--- config.mk ---
export PLATFORM = sky130hd
export DESIGN_NAME = stf_edge_walk
export DESIGN_NICKNAME = d
export VERILOG_FILES = /design/src/sv/stf_pkg.sv /design/src/sv/stf_edge_walk.sv
export SDC_FILE = /design/constraint.sdc
export NUM_CORES = 1
export LEC_CHECK = 0
export ABC_AREA = 1
export BUFFER_PORTS_ARGS = -buffer_cell sky130_fd_sc_hd__buf_4
export CORE_ASPECT_RATIO = 0.8
export CORE_MARGIN = 5
export CORE_UTILIZATION = 28
export CTS_CLUSTER_DIAMETER = 50
export DETAILED_ROUTE_END_ITERATION = 6
export GPL_TIMING_DRIVEN = 0
export HOLD_SLACK_MARGIN = 0.03
export PLACE_DENSITY = 0.42
export SLEW_MARGIN = 0
export SYNTH_ARGS = -nofsm -noshare
export SYNTH_HDL_FRONTEND = slang
export SYNTH_SLANG_ARGS = --single-unit
--- constraint.sdc ---
create_clock -name clk -period 8.18 [get_ports clk]
set_clock_uncertainty 0.05 [all_clocks]
set_input_delay 1.636 -clock clk [delete_from_list [all_inputs] [get_ports clk]]
set_output_delay 1.636 -clock clk [all_outputs]
set_load 0.1 [all_outputs]
--- src/sv/stf_pkg.sv ---
// stf_pkg: shared constants for the scanline triangle fill block
// register indexes, port widths and parameter defaults; no dependencies
`default_nettype none

package stf_pkg;

  localparam int MAX_ROWS_DEF   = 1024;
  localparam int COORD_BITS_DEF = 10;
  localparam int COLOR_W        = 8;
  localparam int CFG_IDX_W      = 3;
  localparam int CFG_DATA_W     = 24;

  localparam logic [CFG_IDX_W-1:0] REG_BOTTOM_X    = 3'd0;
  localparam logic [CFG_IDX_W-1:0] REG_BOTTOM_Y    = 3'd1;
  localparam logic [CFG_IDX_W-1:0] REG_MIDDLE_X    = 3'd2;
  localparam logic [CFG_IDX_W-1:0] REG_MIDDLE_Y    = 3'd3;
  localparam logic [CFG_IDX_W-1:0] REG_TOP_X       = 3'd4;
  localparam logic [CFG_IDX_W-1:0] REG_TOP_Y       = 3'd5;
  localparam logic [CFG_IDX_W-1:0] REG_START_COLOR = 3'd6;
  localparam logic [CFG_IDX_W-1:0] REG_ROW_FADE    = 3'd7;

endpackage

`default_nettype wire

--- src/sv/stf_edge_walk.sv ---
// stf_edge_walk: one-step-per-cycle line walker that emits one table write per step
// depends on stf_pkg for the coordinate default; driven by the triangle fill top level
`default_nettype none

module stf_edge_walk #(
  parameter int CB = stf_pkg::COORD_BITS_DEF
) (
  input  wire logic          clk,
  input  wire logic          rst,
  input  wire logic          start,
  input  wire logic [CB-1:0] x0,
  input  wire logic [CB-1:0] y0,
  input  wire logic [CB-1:0] x1,
  input  wire logic [CB-1:0] y1,
  output logic               wr_en,
  output logic [CB+1:0]      wr_idx,
  output logic [CB-1:0]      wr_x,
  output logic               done
);

  localparam int IW = CB + 2;
  localparam int DW = CB + 3;

  logic                 active;
  logic                 xmaj;
  logic                 dir_neg;
  logic [CB-1:0]        x, xe, y, ye;
  logic [IW-1:0]        idx;
  logic signed [DW-1:0] d, ai, bi;

  logic [CB-1:0]        dx_s, dy_s, major_s, minor_s;
  logic signed [DW-1:0] maj_sv, min_sv;
  logic [CB-1:0]        x_step;

  always_comb begin
    dx_s    = (x0 < x1) ? x1 - x0 : x0 - x1;
    dy_s    = y1 - y0;
    major_s = (dx_s > dy_s) ? dx_s : dy_s;
    minor_s = (dx_s > dy_s) ? dy_s : dx_s;
    maj_sv  = signed'(DW'(major_s));
    min_sv  = signed'(DW'(minor_s));
    x_step  = dir_neg ? x - 1'b1 : x + 1'b1;
  end

  always_ff @(posedge clk) begin
    if (rst) begin
      active <= 1'b0;
      wr_en  <= 1'b0;
      done   <= 1'b0;
    end else begin
      wr_en <= 1'b0;
      done  <= 1'b0;
      if (start) begin
        active  <= 1'b1;
        xmaj    <= dx_s > dy_s;
        dir_neg <= !(x0 < x1);
        x       <= x0;
        xe      <= x1;
        y       <= y0;
        ye      <= y1;
        ai      <= (min_sv - maj_sv) <<< 1;
        bi      <= min_sv <<< 1;
        d       <= (min_sv <<< 1) - maj_sv;
        wr_en   <= 1'b1;
        wr_idx  <= '0;
        wr_x    <= x0;
        idx     <= IW'(1);
      end else if (active) begin
        if (xmaj) begin
          if (x == xe) begin
            active <= 1'b0;
            done   <= 1'b1;
          end else begin
            x      <= x_step;
            wr_en  <= 1'b1;
            wr_idx <= idx;
            wr_x   <= x_step;
            if (!d[DW-1]) begin
              d   <= d + ai;
              idx <= idx + 1'b1;
            end else begin
              d <= d + bi;
            end
          end
        end else begin
          if (y == ye) begin
            active <= 1'b0;
            done   <= 1'b1;
          end else begin
            y      <= y + 1'b1;
            wr_en  <= 1'b1;
            wr_idx <= idx;
            idx    <= idx + 1'b1;
            if (!d[DW-1]) begin
              x    <= x_step;
              wr_x <= x_step;
              d    <= d + ai;
            end else begin
              wr_x <= x;
              d    <= d + bi;
            end
          end
        end
      end
    end
  end

  a_start_idle: assert property (@(posedge clk) disable iff (rst)
    start |-> !active)
    else $error("walker restarted while busy");

  a_done_ends: assert property (@(posedge clk) disable iff (rst)
    done |-> !active && !wr_en)
    else $error("walker done with work pending");

  a_write_order: assert property (@(posedge clk) disable iff (rst)
    (active && !start) |=> (wr_en || done))
    else $error("walker stalled");

endmodule

`default_nettype wire

# Word-level counts from Yosys, hierarchy flattened
# Cells that the tools add are included.
[classes] addsub=11 magnitude_cmp=2 n_eq_ne=8 n_mux=37 bitwise_logic=2 reduce_logical=8
[op_table] cell="$mux 10" n=14
[op_table] cell="$mux 12" n=9
[op_table] cell="$mux 13" n=6
[op_table] cell="$sub 10x10->10" n=3
[op_table] cell="$add 10x1->10 const B" n=2
[op_table] cell="$eq 10x10->1" n=2
[op_table] cell="$add 13x12->13" n=1
[op_table] cell="$add 13x13->13" n=1
[op_table] cell="$add 12x1->12 const B" n=1
[op_table] cell="$sub 11x10->12" n=1
[op_table] cell="$sub 10x10->11" n=1
[op_table] cell="$gt 10x10->1" n=1
[op_table] cell="$lt 10x10->1" n=1
[op_table] cell="$reduce_and 5->1" n=2
[op_table] cell="$sub 10x1->10 const B" n=1
[op_table] cell="$ne 3x3->1 const B" n=3
[op_table] cell="$mux 1" n=8
[op_table] cell="$reduce_and 4->1" n=2
[op_table] cell="$ne 5x4->1 const B" n=1
[op_table] cell="$ne 2x2->1 const B" n=2
[op_table] cell="$reduce_or 3->1" n=1
[op_table] cell="$not 1->1" n=2
[op_table] cell="$reduce_and 2->1" n=1
[op_table] cell="$reduce_bool 2->1" n=1
[op_table] cell="$logic_not 1->1" n=1
[word_totals] register_bits=103 in_bits=43 output_inout_bits=24 wordCells=81

# Depth between registers and ports, before layout
# Gate-level depths: netlist (run 1).
[logic_depth] depth_word=7 depth_mapped=38 ltp_nobuf=36

# Least setup slack after synthesis (run 1)
# No wires, ideal clock.
[synth_timing] kind="input to register" startpoint="in x0[0]" endpoint="reg d[10], data pin" setup_time_ps=253 arrival_time_ps=5356 required_ps=7877 setup_slack_ps=2521 cell_stages=30 path_buffers=2 cell_sequence="inv_1 > ha_1 > inv_1 > fa_1 > nand2_1 > nand2_1 > nand3_1 > nand2_1 > a21oi_1 > xor2_1 > nand2_1 > nand2_1 > inv_1 > ha_1 > nand2_1 > nor2_2 > nand3_1 > nand3_2 > nand2_4 > buf_6 > buf_4 > nand2_1 > o21ai_2 > ha_1 > a21oi_1 > nor2_1 > a211oi_1 > nand3_1 > nand3_1 > nand2_1"
[synth_via] elab_chain_cells=6 elab_cells_between_ends=9 cone_classes="add/sub: 3; order compare: 2; mux: 4"
[synth_rtl] item="start, declared" line_no="stf_edge_walk.sv:11" text="input wire logic [CB-1:0] x0,"
[synth_rtl] item="$sub 10x10->10 or $lt 10x10->1 (tied branches)" line_no="stf_edge_walk.sv:36" text="dx_s = (x0 < x1) ? x1 - x0 : x0 - x1;"
[synth_rtl] item="$mux 10 *" line_no="stf_edge_walk.sv:36"
[synth_rtl] item="$gt 10x10->1" line_no="stf_edge_walk.sv:39" text="minor_s = (dx_s > dy_s) ? dy_s : dx_s;"
[synth_rtl] item="$mux 10 *" line_no="stf_edge_walk.sv:39"
[synth_rtl] item="net minor_s[6]" line_no="stf_edge_walk.sv:31" text="logic [CB-1:0] dx_s, dy_s, major_s, minor_s;"
[synth_rtl] item="$sub 11x10->12 *" line_no="stf_edge_walk.sv:63" text="d <= (min_sv <<< 1) - maj_sv;"
[synth_rtl] item="$mux 13 *" line_no="stf_edge_walk.sv:53" text="if (start) begin"
[synth_rtl] item="end signal, assigned" line_no="stf_edge_walk.sv:63"
[synth_rtl] item="end signal, assigned" line_no="stf_edge_walk.sv:79" text="d <= d + ai;"
[synth_rtl] item="end signal, assigned" line_no="stf_edge_walk.sv:82" text="d <= d + bi;"
[synth_rtl] item="end, declared" line_no="stf_edge_walk.sv:29" text="logic signed [DW-1:0] d, ai, bi;"
# Mark *: on every way through the listed nets, which the timed path passes. The rest lies on a longest branch.
# A chain may end at the register's enable or synchronous reset.

# Final worst setup path (run 1)
[layout_timing] startpoint="in x0[0]" endpoint="reg d[10], data pin"
[layout_via] elab_chain_cells=6 elab_cells_between_ends=9 cone_classes="add/sub: 3; order compare: 2; mux: 4"
[layout_rtl] item="$sub 10x10->10 or $lt 10x10->1 (tied branches)" line_no="stf_edge_walk.sv:36"
[layout_rtl] item="$mux 10 *" line_no="stf_edge_walk.sv:36"
[layout_rtl] item="$gt 10x10->1" line_no="stf_edge_walk.sv:38, stf_edge_walk.sv:39"
[layout_rtl] item="$mux 10, on equally long branches" line_no="stf_edge_walk.sv:39, stf_edge_walk.sv:38"
[layout_rtl] item="$sub 11x10->12 *" line_no="stf_edge_walk.sv:63"
[layout_rtl] item="$mux 13 *" line_no="stf_edge_walk.sv:53"
# Mark *: on every way between the ends. The rest lies on a longest branch, timed or not.

==> results of run 1 <==
## stage by stage
step            util  hold WS [ps]  cell area, µm²
2_1_floorplan      -           475            8110
3_3_place_gp   0.319           526            9060
3_5_place_dp   0.322           527            9140
4_1_cts        0.333           549            9460
5_1_grt        0.333           571            9460
6_report       0.333           548            9460
## worst max-delay path by stage
| stage | slack [ps] | end | start | cells after the start |
|---|---|---|---|---|
| finish | 2040 | d[10]$_DFFE_PP_ | x0[0] | 34 |
| global route | 1500 | d[10]$_DFFE_PP_ | x0[0] | 35 |
| CTS | 2020 | d[10]$_DFFE_PP_ | x0[0] | 33 |
| detailed placement | 1650 | d[10]$_DFFE_PP_ | x0[0] | 33 |
| global placement | 1640 | d[12]$_DFFE_PP_ | x0[0] | 28 |
| floorplan | 2520 | d[10]$_DFFE_PP_ | x0[0] | 30 |
## state kept, by name, indices dropped and copies added (netlist names), 10 cells and up
signal / cells
wr_idx: 12
xe: 10
ye: 10
y: 10
idx: 12
d: 12
x: 10
bi: 10
ai: 11
## where the power goes
part | switching [W] | internal [W]
registers | 0.0000419 | 0.000732
clock network | 0.000241 | 0.000220
logic | 0.00113 | 0.000589
total | 0.00142 | 0.00154
## worst register-to-register path: cells and delay by family (launching register included)
| kind | cells | cell delay [ps] |
|---|---|---|
| DFF | 1 | 510 |
| buffers and inverters | 4 | 810 |
| adders and majority gates | 2 | 520 |
| and+or+nand+nor | 9 | 910 |
| AOI/OAI and AO/OA | 5 | 730 |
## cell usage in the layout (no fill, tap or decap), types with 4 or more instances in the layout
master	instances
nand3_2	4
buf_6	4
nor2_1	64
nand2_2	29
o21ai_0	42
clkinv_8	4
buf_2	4
xnor2_1	7
o21ai_1	11
nor2_2	4
xor2_1	37
inv_2	8
fa_1	6
clkbuf_1	9
nand4_1	8
o22ai_1	7
o21bai_1	5
nand3_1	57
clkbuf_16	9
nor3_1	11
ha_1	66
a21oi_1	61
or2_2	10
nand2_1	290
buf_4	67
edfxtp_1	99
inv_1	150
o21ai_2	9
## cell type report
| type | instances | area, µm² | area share |
|---|---|---|---|
| multi-input combinational | 762 | 4390 | 0.464 |
| sequential | 101 | 3010 | 0.319 |
| inverter | 159 | 602 | 0.0636 |
| timing repair buffer | 67 | 543 | 0.0574 |
| tap | 370 | 463 | 0.0490 |
| clock buffer | 9 | 225 | 0.0238 |
| buffer | 21 | 133 | 0.0140 |
| clock inverter | 7 | 91.3 | 0.00966 |
## kinds of logic after synthesis
group	synth area share
buffers and inverters	0.0905
DFF	0.371
xor gates and xnor gates	0.0475
and+or+nand+nor	0.265
AOI/OAI and AO/OA	0.109
adders and majority gates	0.117
## per-layer routing
layer / GRT usage / share of wire / up-vias
li1: - / - / 3572
met5: 0 / 0 / -
met1: 0.221 / 0.56 / 2993
met3: 0.0267 / 0.040 / 9
met2: 0.201 / 0.39 / 106
met4: 0.0225 / 0.0068 / 0
==> key figures, run 1 <==
Finish
  • Area Growth Syn to Fin: 16.6%
  • N_diodes: 0
  • Fillers: 3048
  • Share of layout cells above drive strength 1: 0.149
  • Fin cells: 1496
  • Layout Nets: 1236

Synth
  • Synth top area cells: edfxtp_1 37%, nand2_1 13%, ha_1 10%
  • EDFF count, synth: 99
  • YS warnings: 0
  • FFs w/ async S/R, synth: 0
  • Synth top area share: 0.366
  • Most common cell in the synthesized netlist: nand2_1
  • Syn avg cell area: 7.78 µm²
  • Synth Flop Type: edfxtp_1
  • Post-Syn Nets: 1158
  • Cell count after synthesis: 1043
  • Top cells by count, synth: 290 x nand2_1, 150 x inv_1, 99 x edfxtp_1
  • Post-Syn Area: 8110 µm²
  • Synth unique cells: 50
  • Dominant cell type by area after synthesis: edfxtp_1
  • FF+latch count, synth: 101
  • Seq/Total Area, Yosys: 0.371

Timing
  • Tmin final: 6140 ps
  • RSZ-0062 raised after global routing: no
  • Tcrit/Tclk final: 0.751
  • Slew headroom: 0.273
  • PnR worst setup slack: 2040 ps
  • Worst-margin pin slew: 1090 ps
  • Post-route setup TNS: 0 ps
  • FMAX: 163 MHz
  • Pins Over Slew Limit: 0
  • Setup violators final: 0
  • Final hold viol count: 0

Hold path
  • Hold depth: 2
  • Hold Path End: wr_idx[5]$_SDFFCE_PP0P_
  • Worst Min Path Start: idx[5]$_SDFFCE_PP0P_
  • Hold Path Class: reg -> reg

Drt
  • WL per Instance: 15.1 µm
  • Residual DRC: 0
  • Routed wire length: 22600 µm
  • Final ANT Viol Nets: 0
  • Via count: 6680
  • DRT iter0 DRCs: 405
  • DR vias/cell: 4.47
  • Drt pass-1 iters: 4

Global route
  • Overflow after GRT: 0
  • Vias in the first global route: 6355
  • Initial antenna violation count: 0
  • First-pass GRT wire length: 35900 µm
  • Largest net degree at the start of global routing: 26
  • Total Routing Usage GR: 0.140

Critical path
  • Arr. time, crit path: 6230 ps
  • Crit-path max cell delay: 460 ps
  • R2r endpoint: d[11]$_DFFE_PP_
  • Critical path's top delay family: simple AND/OR/NAND/NOR gates
  • Worst EP required: 8270 ps
  • Crit. End Element: flip-flop
  • Worst-path maximum fanout: 10
  • Critical-path top delay cell: fa_1
  • Worst R2R Setup Slack: 4390 ps
  • Worst flop-to-flop path startpoint: d[12]$_DFFE_PP_
  • Worst R2R Path Depth: 20
  • Critical path buffers and inverters: 7
  • Startpoint types: input port
  • CP most frequent cell: nand2_1
  • Critical path class: in -> reg

Status
  • Status: finished clean

Power
  • Total chip power: 0.00296 W
  • Lkg Pwr: 4.49 nW
  • Maximum vdd drop: 0.133 mV
  • Power per Cell Area: 313 nW/µm²

CTS
  • CTS Buffer Depth: 2
  • TritonCTS Buffers: 9
  • Max H-tree Level: 3
  • TritonCTS clock tree: done
  • Skew-Pair Late Insertion Delay: 370 ps
  • Root Buffer Master: clkbuf_16
  • Clk sink count: 101
  • Post-CTS sizing: 0
  • Setup Buffers After CTS: 0
  • Clock slew at reported path FFs: 90 ps
  • Hold-fix buffer count after cts: 0

Die
  • Number of top-level pins: 67
  • Core region area: 28400 µm²
  • Die width: 200 µm
  • Starting Density: 0.285
  • Row count: 55
  • Vert. Die Dim: 162 µm
  • Die area: 32500 µm²

Placed design
  • Routability congestion estimate: 0.809
  • Port-buffer cells: 65
  • Post-Place Cells: 1480
  • Final HPWL DP: 18400 µm
  • Pre-CTS setup slack: 1650 ps

Run
  • Max-Cap Viols: 0
(Power assumes the default switching activity.)
==> run 2, diff against run 1 <==
--- a/config.mk
+++ b/config.mk
@@ -5,7 +5,7 @@
 export SDC_FILE = /design/constraint.sdc
 export NUM_CORES = 1
 export LEC_CHECK = 0
-export ABC_AREA = 1
+export ABC_AREA = 0
 export BUFFER_PORTS_ARGS = -buffer_cell sky130_fd_sc_hd__buf_4
 export CORE_ASPECT_RATIO = 0.8
 export CORE_MARGIN = 5
@@ -14,7 +14,7 @@
 export DETAILED_ROUTE_END_ITERATION = 6
 export GPL_TIMING_DRIVEN = 0
 export HOLD_SLACK_MARGIN = 0.03
-export PLACE_DENSITY = 0.42
+export PLACE_DENSITY = 0.44
 export SLEW_MARGIN = 0
 export SYNTH_ARGS = -nofsm -noshare
 export SYNTH_HDL_FRONTEND = slang
==> constraint.sdc (replaced) <==
create_clock -name clk -period 5.1 [get_ports clk]
set_clock_uncertainty 0.05 [all_clocks]
set_input_delay 1.02 -clock clk [delete_from_list [all_inputs] [get_ports clk]]
set_output_delay 1.02 -clock clk [all_outputs]
set_load 0.1 [all_outputs]
==> key figures, run 2 <==
Timing
  • Slew headroom: 0.278 (was 0.273)
  • RSZ-0062 raised after global routing: yes (was no)
  • Setup violators final: 22 (was 0)
  • Post-route setup TNS: -21430 ps (was 0 ps)
  • Pins Over Slew Limit: 0 (unchanged)
  • Tmin final: 6740 ps
  • Final hold viol count: 0 (unchanged)
  • PnR worst setup slack: -1640 ps (was 2040 ps)
  • Tcrit/Tclk final: 1.32
  • FMAX: 148 MHz
  • Worst-margin pin slew: 1080 ps (was 1090 ps)

Run
  • Max-Cap Viols: 0 (unchanged)

CTS
  • TritonCTS Buffers: 9 (unchanged)
  • Skew-Pair Late Insertion Delay: 360 ps (was 370 ps)
  • Max H-tree Level: 3 (unchanged)
  • CTS Buffer Depth: 2 (unchanged)
  • Root Buffer Master: clkbuf_16 (unchanged)
  • Clk sink count: 101 (unchanged)
  • Clock slew at reported path FFs: 80 ps (was 90 ps)
  • Hold-fix buffer count after cts: 0 (unchanged)
  • TritonCTS clock tree: done (unchanged)

Synth
  • EDFF count, synth: 99 (unchanged)
  • Seq/Total Area, Yosys: 0.387 (was 0.371)
  • Dominant cell type by area after synthesis: edfxtp_1 (unchanged)
  • Cell count after synthesis: 810 (was 1043)
  • Synth top area cells: edfxtp_1 38%, ha_1 11%, xor2_1 4.4% (was edfxtp_1 37%, nand2_1 13%, ha_1 10%)
  • Syn avg cell area: 9.61 µm² (was 7.78 µm²)
  • FFs w/ async S/R, synth: 0 (unchanged)
  • FF+latch count, synth: 101 (unchanged)
  • Synth unique cells: 77 (was 50)
  • Post-Syn Nets: 925 (was 1158)
  • Synth Flop Type: edfxtp_1 (unchanged)
  • Most common cell in the synthesized netlist: edfxtp_1 (was nand2_1)
  • YS warnings: 0 (unchanged)
  • Synth top area share: 0.382 (was 0.366)
  • Post-Syn Area: 7790 µm² (was 8110 µm²)
  • Top cells by count, synth: 99 x edfxtp_1, 74 x inv_1, 66 x ha_1 (was 290 x nand2_1, 150 x inv_1, 99 x edfxtp_1)

Drt
  • DR vias/cell: 4.83 (was 4.47)
  • Residual DRC: 0 (unchanged)
  • Routed wire length: 23500 µm (was 22600 µm)
  • WL per Instance: 17.8 µm (was 15.1 µm)
  • Final ANT Viol Nets: 0 (unchanged)
  • Via count: 6366 (was 6680)
  • DRT iter0 DRCs: 360 (was 405)
  • Drt pass-1 iters: 5 (was 4)

Critical path
  • Worst-path maximum fanout: 5 (was 10)
  • Crit. End Element: flip-flop (unchanged)
  • Worst EP required: 5220 ps (was 8270 ps)
  • Startpoint types: input port (unchanged)
  • Arr. time, crit path: 6870 ps (was 6230 ps)
  • Critical path class: in -> reg (unchanged)
  • Critical-path top delay cell: a2111o_1 (was fa_1)
  • Crit-path max cell delay: 440 ps (was 460 ps)
  • CP most frequent cell: inv_2 (was nand2_1)

Finish
  • Util after Layout: 0.383 (was 0.333)
  • Commonest cells after routing, fill and taps aside: 117 x buf_4, 99 x edfxtp_1, 65 x inv_1, 59 x nand2_1, 51 x ha_1 (was 290 x nand2_1, 150 x inv_1, 99 x edfxtp_1, 67 x buf_4, 66 x ha_1)
  • Post-Layout Inst Area: 10500 µm² (was 9460 µm²)
  • Share of layout cells above drive strength 1: 0.317 (was 0.149)
  • Fillers: 2707 (was 3048)
  • Layout Nets: 1064 (was 1236)
  • Most common cell after layout, fill and taps aside: buf_4 (was nand2_1)
  • N_diodes: 0 (unchanged)
  • Biggest regs: d: 12 flops, idx: 12 flops, wr_idx: 12 flops (unchanged)
  • Area Growth Syn to Fin: 34.7% (was 16.6%)
  • Fin cells: 1318 (was 1496)

Global route
  • Largest net degree at the start of global routing: 26 (unchanged)
  • Vias in the first global route: 6218 (was 6355)
  • Overflow after GRT: 0 (unchanged)
  • Initial antenna violation count: 0 (unchanged)
  • First-pass GRT wire length: 36200 µm (was 35900 µm)
  • Total Routing Usage GR: 0.148 (was 0.140)

Die
  • Core region area: 27400 µm² (was 28400 µm²)
  • Starting Density: 0.285 (about the same)
  • Die area: 31300 µm² (was 32500 µm²)
  • Vert. Die Dim: 159 µm (was 162 µm)
  • Number of top-level pins: 67 (unchanged)
  • Die width: 196 µm (was 200 µm)
  • Row count: 54 (was 55)

Placed design
  • Final HPWL DP: 17800 µm (was 18400 µm)
  • Routability congestion estimate: 0.831 (was 0.809)
  • Port-buffer cells: 65 (unchanged)
  • Dpl cell area: 9070 µm² (was 9140 µm²)
  • Post-Place Cells: 1242 (was 1480)

Power
  • Lkg Pwr: 4.24 nW (was 4.49 nW)
  • Power per Cell Area: 582 nW/µm² (was 313 nW/µm²)
  • Maximum vdd drop: 0.234 mV (was 0.133 mV)

Status
  • Status: finished, violations left (was finished clean)
  • Violated checks: negative setup slack

Hold path
  • Hold Path Class: reg -> reg (unchanged)
==> run 2: cell count changes after synthesis, sizes merged, moves of 8 or more <==
cell	before	now
nand2	321	65
inv	159	74
nand3	61	22
xnor2	7	37
nor2b	0	22
a21o	2	21
nor2	69	51
mux2	0	16
and3	0	10
o21a	2	10
or2	10	2
==> run 2: repair_timing <==
item	CTS	global route
endpoints found under the setup margin	33	25
resized for setup	100	39
setup buffers	44	20
pin swaps	59	48
gates cloned	0	0
==> run 2: layout make-up <==
| type | count | area (µm²) | area share |
|---|---|---|---|
| Tap cell | 364 | 455 | 0.0434 |
| Buffer | 20 | 163 | 0.0155 |
| Multi-Input combinational cell | 612 | 5190 | 0.495 |
| Inverter | 75 | 302 | 0.0288 |
| Clock buffer | 9 | 225 | 0.0215 |
| Sequential cell | 101 | 3010 | 0.287 |
| Clock inverter | 7 | 80.1 | 0.00764 |
| Timing Repair Buffer | 130 | 1060 | 0.101 |
==> run 2: report_power, final <==
part	internal (W)	leakage [nW]	switching [W]
Sequential	0.00119	0.963	0.0000988
Combinational	0.00189	3.13	0.00221
Clock	0.000350	0.146	0.000367
==> run 2: final timing paths <==
| kind | from | to | slack (ps) | cells past startpoint |
|---|---|---|---|---|
| setup / recovery | x0[0] | d[10]$_DFFE_PP_ | -1640 | 34 |
| hold / removal | idx[0]$_SDFFCE_PP1P_ | wr_idx[0]$_SDFFCE_PP0P_ | 550 | 2 |
| setup reg to reg | d[12]$_DFFE_PP_ | d[12]$_DFFE_PP_ | 1030 | 15 |
| hold reg to reg | idx[0]$_SDFFCE_PP1P_ | wr_idx[0]$_SDFFCE_PP0P_ | 550 | 2 |
==> run 2: stage by stage <==
step | hold WS, ps | total power [W] | setup slack (ps)
after floorplan | 492 | 0.00369 | -1640
after global placement | 548 | 0.00442 | -2930
after detailed placement | 546 | 0.00443 | -2940
after CTS | 563 | 0.00579 | -1700
after global routing | 601 | 0.00654 | -1850
final | 553 | 0.00610 | -1640
==> run 2: logic make-up after synthesis <==
| group | Yosys count | synth area share |
|---|---|---|
| and+or+nand+nor | 236 | 0.154 |
| AOI/OAI and AO/OA | 205 | 0.169 |
| DFF | 101 | 0.387 |
| muxes | 21 | 0.0296 |
| buffers and inverters | 97 | 0.0500 |
| xor gates and xnor gates | 76 | 0.0855 |
| adders and majority gates | 74 | 0.124 |
==> run 2: layer usage <==
layer,vias to the layer above,global-route usage,routed length (µm)
li1,3200,-,-
met1,3025,0.232,12700
met4,0,0.0333,345
met3,20,0.0262,960
met2,121,0.209,9500
met5,-,0,0
==> run 2: worst max-delay path: cells and delay by family <==
kind            cells  cell delay, ps
buf+inv            11             920
fa+ha+maj           4             980
mux                 1             330
compound gates     12            2420
simple gates        6            1190
